### src/rtl/fbrgba_pkg.sv
// ----------------------------------------------------------------------------
// fbrgba_pkg
// Shared types, register indexes, reset values and the short-field rescale
// table for the framebuffer pixel to RGBA8888 converter.
// ----------------------------------------------------------------------------
`default_nettype none

package fbrgba_pkg;

  // Register file geometry
  localparam int CFG_IDX_W = 3;
  localparam int CFG_DATA_W = 11;
  localparam int BPP_W = 6;
  localparam int LAYOUT_W = 11;
  localparam int LEN_W = 6;
  localparam int OFF_W = 5;
  localparam int PIX_W = 32;
  localparam int CH_W = 8;

  // Register indexes
  localparam logic [CFG_IDX_W-1:0] REG_BPP = 3'd0;
  localparam logic [CFG_IDX_W-1:0] REG_RED = 3'd1;
  localparam logic [CFG_IDX_W-1:0] REG_GREEN = 3'd2;
  localparam logic [CFG_IDX_W-1:0] REG_BLUE = 3'd3;
  localparam logic [CFG_IDX_W-1:0] REG_ALPHA = 3'd4;

  // Supported pixel sizes
  localparam logic [BPP_W-1:0] BPP_16 = 6'd16;
  localparam logic [BPP_W-1:0] BPP_24 = 6'd24;
  localparam logic [BPP_W-1:0] BPP_32 = 6'd32;

  // Reset values: 32 bpp, A8 R8 G8 B8 from the top byte down
  localparam logic [BPP_W-1:0] BPP_RST = 6'd32;
  localparam logic [LAYOUT_W-1:0] RED_RST = 11'd1032;
  localparam logic [LAYOUT_W-1:0] GREEN_RST = 11'd520;
  localparam logic [LAYOUT_W-1:0] BLUE_RST = 11'd8;
  localparam logic [LAYOUT_W-1:0] ALPHA_RST = 11'd1544;

  // Field length limits
  localparam logic [LEN_W-1:0] LEN_MAX = 6'd32;
  localparam logic [LEN_W-1:0] LEN_BYTE = 6'd8;

  localparam int LUT_DEPTH = 256;
  typedef logic [CH_W-1:0] lut_t [LUT_DEPTH];

  // Length of a layout word, saturated at the pixel word size
  function automatic logic [LEN_W-1:0] field_len(input logic [LAYOUT_W-1:0] layout);
    logic [LEN_W-1:0] len;
    len = layout[LEN_W-1:0];
    return (len > LEN_MAX) ? LEN_MAX : len;
  endfunction

  // Rescale table for 1..7 bit fields: round(v*255/max), max = 2^len-1.
  // Lengths are packed back to back; length L starts at entry 2^L-2.
  // Evaluated once at elaboration.
  function automatic lut_t build_rescale_lut();
    lut_t lut;
    int len;
    int v;
    int r;
    int maxv;
    int x;
    int q;
    for (int i = 0; i < LUT_DEPTH; i++) begin
      lut[i] = '0;
    end
    for (len = 1; len <= 7; len++) begin
      maxv = (1 << len) - 1;
      for (v = 0; v <= maxv; v++) begin
        x = v * 255 + (maxv >> 1);
        q = 0;
        for (r = 0; r < 256; r++) begin
          if (r * maxv <= x) begin
            q = r;
          end
        end
        lut[(1 << len) - 2 + v] = CH_W'(q);
      end
    end
    return lut;
  endfunction

  localparam lut_t RESCALE_LUT = build_rescale_lut();

endpackage

`default_nettype wire

### src/rtl/fbrgba_channel.sv
// ----------------------------------------------------------------------------
// fbrgba_channel
// One color channel: bit field extraction and scaling to 8 bits, two
// register stages (shift, then scale).
// ----------------------------------------------------------------------------
`default_nettype none

module fbrgba_channel
  import fbrgba_pkg::*;
(
  input  wire logic                clk,
  input  wire logic [LAYOUT_W-1:0] layout,
  input  wire logic                opaque,
  input  wire logic [PIX_W-1:0]    raw,
  input  wire logic                clear,
  output logic      [CH_W-1:0]     ch
);

  logic [LEN_W-1:0] len;
  logic [OFF_W-1:0] off;
  logic [LEN_W-1:0] shamt;
  logic [PIX_W-1:0] shifted;

  logic [CH_W-1:0]  field;
  logic [LEN_W-1:0] field_len_q;

  logic [2:0]       short_len;
  logic [CH_W-1:0]  short_mask;
  logic [CH_W-1:0]  lut_idx;
  logic [CH_W-1:0]  ch_next;

  // Stage A: align the field so its top byte (or the whole short field)
  // sits at bit 0; shifts past the pixel give zero
  always_comb begin
    len = field_len(layout);
    off = layout[LAYOUT_W-1:LEN_W];
    if (len >= LEN_BYTE) begin
      shamt = LEN_W'(off) + (len - LEN_BYTE);
    end else begin
      shamt = LEN_W'(off);
    end
    shifted = raw >> shamt;
  end

  always_ff @(posedge clk) begin
    field <= shifted[CH_W-1:0];
    field_len_q <= len;
  end

  // Stage B: clear, keep the byte, rescale a short field or fill a zero length
  always_comb begin
    short_len = field_len_q[2:0];
    short_mask = (CH_W'(1) << short_len) - CH_W'(1);
    lut_idx = (CH_W'(1) << short_len) - CH_W'(2) + (field & short_mask);
    if (clear) begin
      ch_next = '0;
    end else if (field_len_q == '0) begin
      ch_next = opaque ? '1 : '0;
    end else if (field_len_q >= LEN_BYTE) begin
      ch_next = field;
    end else begin
      ch_next = RESCALE_LUT[lut_idx];
    end
  end

  always_ff @(posedge clk) begin
    ch <= ch_next;
  end

endmodule

`default_nettype wire

### src/rtl/framebuffer_pixel_to_rgba8888.sv
// ----------------------------------------------------------------------------
// framebuffer_pixel_to_rgba8888
// Converts one framebuffer pixel (16, 24 or 32 bpp, configurable bit fields)
// to 8-bit red, green, blue and alpha per clock.
//
//   Channel   Signals                                   Direction  Handshake
//   request   start, busy, pixel_bytes                  in         start & !busy
//   result    done, red_out, green_out, blue_out,       out        done strobe
//             alpha_out, format_error
//   config    cfg_we, cfg_index, cfg_data               in         cfg_we
//
// One request per clock; busy is never raised. The pipeline registers are
// input capture and size masking, field shift, then scale/table lookup.
// Results appear for one cycle under done and cannot be held off.
// Synchronous reset clears the pipeline valids and restores the default
// register values (32 bpp, A8 R8 G8 B8).
// ----------------------------------------------------------------------------
`default_nettype none

module framebuffer_pixel_to_rgba8888
  import fbrgba_pkg::*;
(
  input  wire logic                  clk,
  input  wire logic                  rst,
  input  wire logic                  start,
  output logic                       busy,
  input  wire logic [PIX_W-1:0]      pixel_bytes,
  input  wire logic                  cfg_we,
  input  wire logic [CFG_IDX_W-1:0]  cfg_index,
  input  wire logic [CFG_DATA_W-1:0] cfg_data,
  output logic                       done,
  output logic [CH_W-1:0]            red_out,
  output logic [CH_W-1:0]            green_out,
  output logic [CH_W-1:0]            blue_out,
  output logic [CH_W-1:0]            alpha_out,
  output logic                       format_error
);

  logic [BPP_W-1:0]    pixel_size;
  logic [LAYOUT_W-1:0] red_layout;
  logic [LAYOUT_W-1:0] green_layout;
  logic [LAYOUT_W-1:0] blue_layout;
  logic [LAYOUT_W-1:0] alpha_layout;

  logic             accept;
  logic [PIX_W-1:0] raw_next;
  logic             err_next;

  logic             vld_s1;
  logic             vld_s2;
  logic             err_s1;
  logic             err_s2;
  logic [PIX_W-1:0] raw_s1;

  assign busy = 1'b0;
  assign accept = start & ~busy;

  // Configuration registers
  always_ff @(posedge clk) begin
    if (rst) begin
      pixel_size <= BPP_RST;
      red_layout <= RED_RST;
      green_layout <= GREEN_RST;
      blue_layout <= BLUE_RST;
      alpha_layout <= ALPHA_RST;
    end else if (cfg_we) begin
      case (cfg_index)
        REG_BPP:   pixel_size <= cfg_data[BPP_W-1:0];
        REG_RED:   red_layout <= cfg_data[LAYOUT_W-1:0];
        REG_GREEN: green_layout <= cfg_data[LAYOUT_W-1:0];
        REG_BLUE:  blue_layout <= cfg_data[LAYOUT_W-1:0];
        REG_ALPHA: alpha_layout <= cfg_data[LAYOUT_W-1:0];
        default: ;
      endcase
    end
  end

  // Pixel size: keep the low 2, 3 or 4 bytes, flag anything else
  always_comb begin
    raw_next = '0;
    err_next = 1'b0;
    case (pixel_size)
      BPP_16:  raw_next = {16'd0, pixel_bytes[15:0]};
      BPP_24:  raw_next = {8'd0, pixel_bytes[23:0]};
      BPP_32:  raw_next = pixel_bytes;
      default: err_next = 1'b1;
    endcase
  end

  // Stage 1 payload and the error flag through the later stages
  always_ff @(posedge clk) begin
    raw_s1 <= raw_next;
    err_s1 <= err_next;
    err_s2 <= err_s1;
    format_error <= err_s2;
  end

  // Valid bits travel with the data
  always_ff @(posedge clk) begin
    if (rst) begin
      vld_s1 <= 1'b0;
      vld_s2 <= 1'b0;
      done <= 1'b0;
    end else begin
      vld_s1 <= accept;
      vld_s2 <= vld_s1;
      done <= vld_s2;
    end
  end

  // Channel extractors (stages 2 and 3)
  fbrgba_channel u_red (
    .clk    (clk),
    .layout (red_layout),
    .opaque (1'b0),
    .raw    (raw_s1),
    .clear  (err_s2),
    .ch     (red_out)
  );

  fbrgba_channel u_green (
    .clk    (clk),
    .layout (green_layout),
    .opaque (1'b0),
    .raw    (raw_s1),
    .clear  (err_s2),
    .ch     (green_out)
  );

  fbrgba_channel u_blue (
    .clk    (clk),
    .layout (blue_layout),
    .opaque (1'b0),
    .raw    (raw_s1),
    .clear  (err_s2),
    .ch     (blue_out)
  );

  fbrgba_channel u_alpha (
    .clk    (clk),
    .layout (alpha_layout),
    .opaque (1'b1),
    .raw    (raw_s1),
    .clear  (err_s2),
    .ch     (alpha_out)
  );

endmodule

`default_nettype wire

### config.mk
export PLATFORM = sky130hd
export DESIGN_NAME = framebuffer_pixel_to_rgba8888
export DESIGN_NICKNAME = d
export VERILOG_FILES = /design/src/rtl/fbrgba_pkg.sv /design/src/rtl/fbrgba_channel.sv /design/src/rtl/framebuffer_pixel_to_rgba8888.sv
export SDC_FILE = /design/constraint.sdc
export NUM_CORES = 1
export LEC_CHECK = 0
export BUFFER_PORTS_ARGS = -buffer_cell sky130_fd_sc_hd__buf_2
export CAP_MARGIN = 25
export CORE_UTILIZATION = 40
export CTS_BUF_LIST = sky130_fd_sc_hd__clkbuf_16
export DETAILED_ROUTE_END_ITERATION = 12
export PLACE_DENSITY = 0.59
export SLEW_MARGIN = 30
export SYNTH_ARGS = -nofsm -noshare
export SYNTH_HDL_FRONTEND = slang
export SYNTH_HIERARCHICAL = 1
export SYNTH_SLANG_ARGS = --single-unit
### constraint.sdc
create_clock -name clk -period 4.5 [get_ports clk]
set_input_delay 0.675 -clock clk [delete_from_list [all_inputs] [get_ports clk]]
set_output_delay 0.675 -clock clk [all_outputs]
set_load 0.02 [all_outputs]
==> flow_summary.json, run 1 <==
{
  "outcome": "finished clean",
  "cp.arrival_ps": 4520,
  "cts.sinks": 176,
  "max_stage_delay_ps": 610,
  "hold_path_depth": 0,
  "vias": 16106,
  "reg2reg_slack_ps": 350,
  "postLayoutCellArea_mm2": 0.0183,
  "crit_slowest_cell": "nor3_1",
  "cap_violations": 0,
  "wirelength_mm": 52.8,
  "cts_tree": "yes",
  "tightestPinTransition_ps": 878,
  "grt_pass1_wl_mm": 83.0,
  "finalNetCount": 2203,
  "wl_per_cell_um": 20.2,
  "nFillCells": 4126,
  "syn_inst": 2049,
  "reg2regPathDepth": 12,
  "ctsHoldBuffers": 0,
  "grt_pass1_vias": 14997,
  "cts_htree_levels": 4,
  "cts_made_buffers": 17,
  "ys_types": 98,
  "cts_resized": 0,
  "io_pins": 85,
  "ys.flop_type": "dfxtp_1",
  "synth_edf_count": 0,
  "ys_async_sr_fraction": 0,
  "drc": 0,
  "drive_above_1_share": 0.144,
  "finalClockSkew_ps": 16.1,
  "worst_setup_path_end_kind": "register",
  "yosysWarnings": 6,
  "hold_viol_final": 0,
  "synth_top_area_frac": 0.208,
  "hpwl_mm": 38.3,
  "portBuffers": 83,
  "die_h_um": 208,
  "setup-tns-final_ps": 0,
  "p_leak_nw": 8.03,
  "crit_buf_inv": 1,
  "synth_top_area_cell": "dfxtp_1",
  "drtPass1Iterations": 7,
  "r2r-end": "u_alpha/ch[0]",
  "antenna_cells": 0,
  "synth.area.top_cells": "dfxtp_1, mux2i_1, ha_1, mux4_2, nand2_1",
  "r2r_start": "u_alpha/field_len_q[2]",
  "synthMostInstantiatedCell": "mux2i_1",
  "slew_viol_final": 0,
  "grt_use_total": 0.240,
  "dieArea_mm2": 0.0432,
  "setup_ws_ps": 354,
  "period_needed_ps": 4150,
  "ant_nets": 0,
  "crit_path_cell_trace": "nor3_1, inv_1, ha_1, o21ai_0, fa_1, a211oi_1, nor3_1, o22ai_1, xor2_1, a211oi_1, o311a_1, a311oi_1",
  "post-place-ws_ps": 403,
  "max_freq_mhz": 241,
  "crit_fanout": 11,
  "fin_cells": 2619,
  "synth_common_cells": "mux2i_1, nand2_1, dfxtp_1",
  "grt-ovfl-total": 0,
  "critical_path.top_delay_family": "compound AO/OA/AOI/OAI gates",
  "cp-start-kind": "register",
  "total_power_mw": 6.01,
  "clk_transition_reported_paths_ps": 70,
  "yosys_register_bits": 176,
  "ir_drop_uv": 268,
  "gp_congestion": 0.914,
  "insertion_delay_ps": 460,
  "worstHoldStart": "err_s1",
  "syn-cell-area_mm2": 0.0169,
  "start_util": 0.405,
  "placed_cells": 2588,
  "finalCritPeriodShare": 0.921,
  "drt_iter0_drc": 1473,
  "crit_cells": 12,
  "p_per_area_mw_per_mm2": 329,
  "hold_path.class": "reg -> reg",
  "relSlewSlack": 0.398,
  "grt_start_max_net_pins": 69,
  "clockBufferDepth": 2,
  "setup_viol": 0,
  "required_ps": 4870,
  "num_rows": 75,
  "area_growth_pct": 7.94,
  "rsz0062_at_grt": "false",
  "via_per_inst": 6.15,
  "postCtsSetupRepairBufs": 0,
  "post_dp_cell_area_mm2": 0.0177,
  "antenna_found_initial": 0,
  "path_class": "reg -> reg",
  "fp.coreArea_mm2": 0.0419,
  "dieWidth_um": 208,
  "synth_area_per_cell_um2": 8.27,
  "holdPathEnd": "err_s2",
  "ys_seq_area_frac": 0.208,
  "cts_root_buf": "clkbuf_16"
}
## cell usage in the layout (no fill, tap or decap), types with 15 or more instances in the layout
| cell type | netlist | routed |
|---|---|---|
| o21a_1 | 20 | 20 |
| a211oi_1 | 38 | 38 |
| a21oi_1 | 116 | 116 |
| and3_1 | 18 | 18 |
| a211oi_2 | 22 | 22 |
| dfxtp_1 | 176 | 175 |
| or3_1 | 21 | 21 |
| o221ai_1 | 15 | 15 |
| nor2b_1 | 22 | 22 |
| xnor2_1 | 22 | 22 |
| a31oi_1 | 32 | 32 |
| ha_1 | 76 | 76 |
| a21o_1 | 16 | 16 |
| nand2b_1 | 78 | 78 |
| nor3_1 | 65 | 65 |
| conb_1 | 6 | 15 |
| buf_2 | 32 | 82 |
| nand3_1 | 47 | 47 |
| o22ai_1 | 24 | 24 |
| buf_4 | 14 | 53 |
| o21ai_0 | 103 | 103 |
| o211ai_1 | 23 | 23 |
| nor2_1 | 132 | 132 |
| clkbuf_16 | 0 | 17 |
| nand2_1 | 182 | 182 |
| mux2_2 | 32 | 32 |
| mux4_2 | 37 | 37 |
| inv_1 | 108 | 109 |
| a22oi_1 | 15 | 15 |
| mux2i_1 | 192 | 190 |
## worst reg2reg max path, delay by kind of cell (launching register included)
kind,cells,cell delay (ps)
buffers and inverters,1,180
flip-flops,1,390
AO/OA/AOI/OAI,6,1420
XOR/XNOR,1,490
adder cells (fa/ha/maj),2,840
AND/OR/NAND/NOR,2,750
## through the flow
step                      hold WS [ps]  utilization
after floorplan                    310            -
after global placement             311        0.424
after detailed placement           316        0.424
after CTS                          330        0.437
after global routing               342        0.437
final                              329        0.437
## flip-flops by register name (all words and copies together) (netlist names), 6 cells and up
| register | count |
|---|---|
| u_red/field_len_q | 6 |
| red_layout | 11 |
| u_blue/field | 8 |
| u_green/ch | 8 |
| u_green/field | 8 |
| u_alpha/ch | 8 |
| pixel_size | 6 |
| u_blue/ch | 8 |
| raw_s1 | 32 |
| u_blue/field_len_q | 6 |
| alpha_layout | 11 |
| u_alpha/field | 8 |
| u_alpha/field_len_q | 6 |
| blue_layout | 11 |
| u_green/field_len_q | 6 |
| green_layout | 11 |
| u_red/field | 8 |
| u_red/ch | 8 |
## power breakdown
group          switching, mW  internal (mW)
Clock                  0.714          0.715
Sequential             0.277           1.77
Combinational           1.52           1.02
## logic make-up after synthesis
group           count (synthesis)  synth area share
flops                         176             0.208
simple gates                  638             0.189
mux                           280             0.211
compound gates                574             0.236
buf+inv                       252            0.0688
fa+ha+maj                      88            0.0680
xor+xnor                       35            0.0181
other cells                     6           0.00133
## area by class of cell
type	count	area (um2)	share of cell area
clock buffers	17	425	0.0233
repair buffers	136	823	0.0450
well taps	539	674	0.0369
inverters	108	405	0.0222
clock inverters	13	105	0.00575
multi-input cells	1630	12300	0.674
flip-flops and latches	176	3520	0.193
## worst max-delay path by stage
stage	endpoint	startpoint	slack [ps]
floorplan	u_blue/ch[7]	u_blue/field_len_q[1]	830
finish	u_alpha/ch[0]	u_alpha/field_len_q[2]	350
global placement	u_alpha/ch[0]	u_alpha/field_len_q[2]	420
global route	u_alpha/ch[0]	u_alpha/field_len_q[2]	2
CTS	u_alpha/ch[0]	u_alpha/field_len_q[2]	380
detailed placement	u_alpha/ch[0]	u_alpha/field_len_q[2]	400
## metal layers
layer | up-vias | share of wire | global-route usage | routed length (um)
met2 | 664 | 0.43 | 0.358 | 22700
li1 | 7674 | - | - | -
met4 | 0 | 0.016 | 0.0580 | 824
met1 | 7712 | 0.47 | 0.347 | 25000
met3 | 56 | 0.080 | 0.0558 | 4250
met5 | - | 0 | 0 | 0
(Power assumes the default switching activity.)
==> run 2, diff against run 1 <==
- CORE_ASPECT_RATIO: unset -> 1.1
==> run 2 against run 1 <==
Net effect: hold slack improved by 5.6 ps; setup slack got worse by 23 ps; clock power rose by 11%; first-iteration DRC count fell by 15%; global-route usage rose by 0.41 points; largest power group unchanged; clock skew fell by 5.6 ps; critical path type unchanged; design area rose by 0.36%; die area barely moved; sequential share of layout area fell by 0.068 points; final cell count rose by 0.57%; critical endpoint is now u_green/ch[6]; register-to-register slack got worse by 20 ps.
==> flow_summary.json, run 2 (synthesis gave the netlist of run 1 again) <==
{
  "path_class": "reg -> reg",
  "via_per_inst": 6.04,
  "insertion_delay_ps": 470,
  "setup-tns-final_ps": 0,
  "nFillCells": 4188,
  "ctsHoldBuffers": 0,
  "cts_root_buf": "clkbuf_16",
  "cts_tree": "yes",
  "clockBufferDepth": 2,
  "setup_viol": 0,
  "hold_path.class": "reg -> reg",
  "largest_register": "raw_s1",
  "die_h_um": 218,
  "reg2regPathDepth": 13,
  "ir_drop_uv": 293,
  "fp.coreArea_mm2": 0.0415,
  "hold_path_depth": 0,
  "outcome": "finished clean",
  "grt_start_max_net_pins": 69,
  "num_rows": 78,
  "clk_transition_reported_paths_ps": 80,
  "drc": 0,
  "dieWidth_um": 198,
  "crit_fanout": 8,
  "io_pins": 85,
  "utilization": 0.443,
  "gp_congestion": 0.928,
  "period_needed_ps": 4170,
  "cts_htree_levels": 4,
  "hpwl_mm": 37.9,
  "crit_cells": 13,
  "finalNetCount": 2194,
  "grt_pass1_wl_mm": 83.7,
  "crit_buf_inv": 2,
  "cp-start-kind": "register",
  "antenna_found_initial": 0,
  "ant_nets": 0,
  "max_stage_delay_ps": 670,
  "portBuffers": 83,
  "worst_setup_path_end_kind": "register",
  "cts_made_buffers": 17,
  "crit_slowest_cell": "fa_1",
  "wirelength_mm": 52.4,
  "largest_reg_flops": 32,
  "area_growth_pct": 8.32,
  "p_leak_nw": 8.03,
  "cap_violations": 0,
  "dieArea_mm2": 0.0432,
  "finalClockSkew_ps": 10.5,
  "finalCritPeriodShare": 0.926,
  "drt_iter0_drc": 1248,
  "drive_above_1_share": 0.143,
  "grt-ovfl-total": 0,
  "tightestPinTransition_ps": 938,
  "grt_pass1_vias": 15315,
  "crit_path_cell_trace": "nor3_2, inv_1, ha_1, o21ai_0, fa_1, ha_1, inv_1, o221a_2, o21ai_0, o21ai_0, o21ai_0, o211ai_1, a311oi_1",
  "crit_top_cell": "o21ai_0",
  "slew_viol_final": 0,
  "drtPass1Iterations": 6,
  "critical_path.top_delay_family": "compound AO/OA/AOI/OAI gates",
  "relSlewSlack": 0.361,
  "cp.arrival_ps": 4540,
  "start_util": 0.409,
  "required_ps": 4870,
  "max_freq_mhz": 240,
  "grt_use_total": 0.244,
  "hold_viol_final": 0,
  "final_common_cell": "mux2i_1",
  "wl_per_cell_um": 19.9,
  "rsz0062_at_grt": "false",
  "layout_common_cells": "mux2i_1, nand2_1, dfxtp_1",
  "cts.sinks": 176,
  "vias": 15917,
  "p_per_area_mw_per_mm2": 334
}
-- run 2: cell types whose count changed in the layout (fill, tap and decap cells not counted), moves of 2 or more --
cell	before	now
buf_4	53	45
inv_6	7	0
clkinv_8	0	4
inv_8	2	6
clkinv_2	2	0
clkinv_4	0	2
nor3_1	65	63
nor3_2	1	3
o21ai_1	5	7
o21ai_2	2	0
-- run 2: cell type report --
type	instances	area, um2	share of cell area
Multi-Input combinational cell	1630	12300	0.673
Sequential cell	176	3520	0.192
Timing Repair Buffer	127	748	0.0408
Tap cell	560	701	0.0382
Clock buffer	17	425	0.0232
Inverter	108	405	0.0221
Clock inverter	15	204	0.0111
Antenna cell	1	2.50	0.000136
-- run 2: worst paths after layout --
kind / from / slack [ps] / to
worst max-delay path: u_green/field_len_q[1] / 330 / u_green/ch[6]
worst min-delay path: err_s1 / 330 / err_s2
worst max register to register: u_green/field_len_q[1] / 330 / u_green/ch[6]
worst min register to register: err_s1 / 330 / err_s2
-- run 2: stage by stage --
step	hold WS, ps	area (um2)	instances	power, mW	worst slack, ps
final	335	18400	2634	6.13	331
after detailed placement	315	17700	2601	4.52	179
after CTS	337	18300	2633	6.14	176
after global routing	345	18400	2633	6.49	8.26
after floorplan	310	17000	2058	3.78	829
after global placement	311	17700	2601	4.52	320
-- run 2: where the power goes --
part / switching [mW] / internal (mW)
combinational: 1.50 / 1.01
clock: 0.777 / 0.810
sequential: 0.272 / 1.77
-- run 2: timing repair --
action                     4_1_cts  5_1_grt
gates resized for setup          0        3
buffers inserted                 0        0
setup endpoints to repair        0        6
hold endpoints to repair         0        0
-- run 2: layer usage --
layer,track usage,share of wire,up-vias,routed length [um]
met3,0.0348,0.052,103,2700
met5,0,0,-,0
met2,0.391,0.46,605,23900
li1,-,-,7657,-
met4,0.102,0.032,0,1660
met1,0.327,0.46,7552,24100
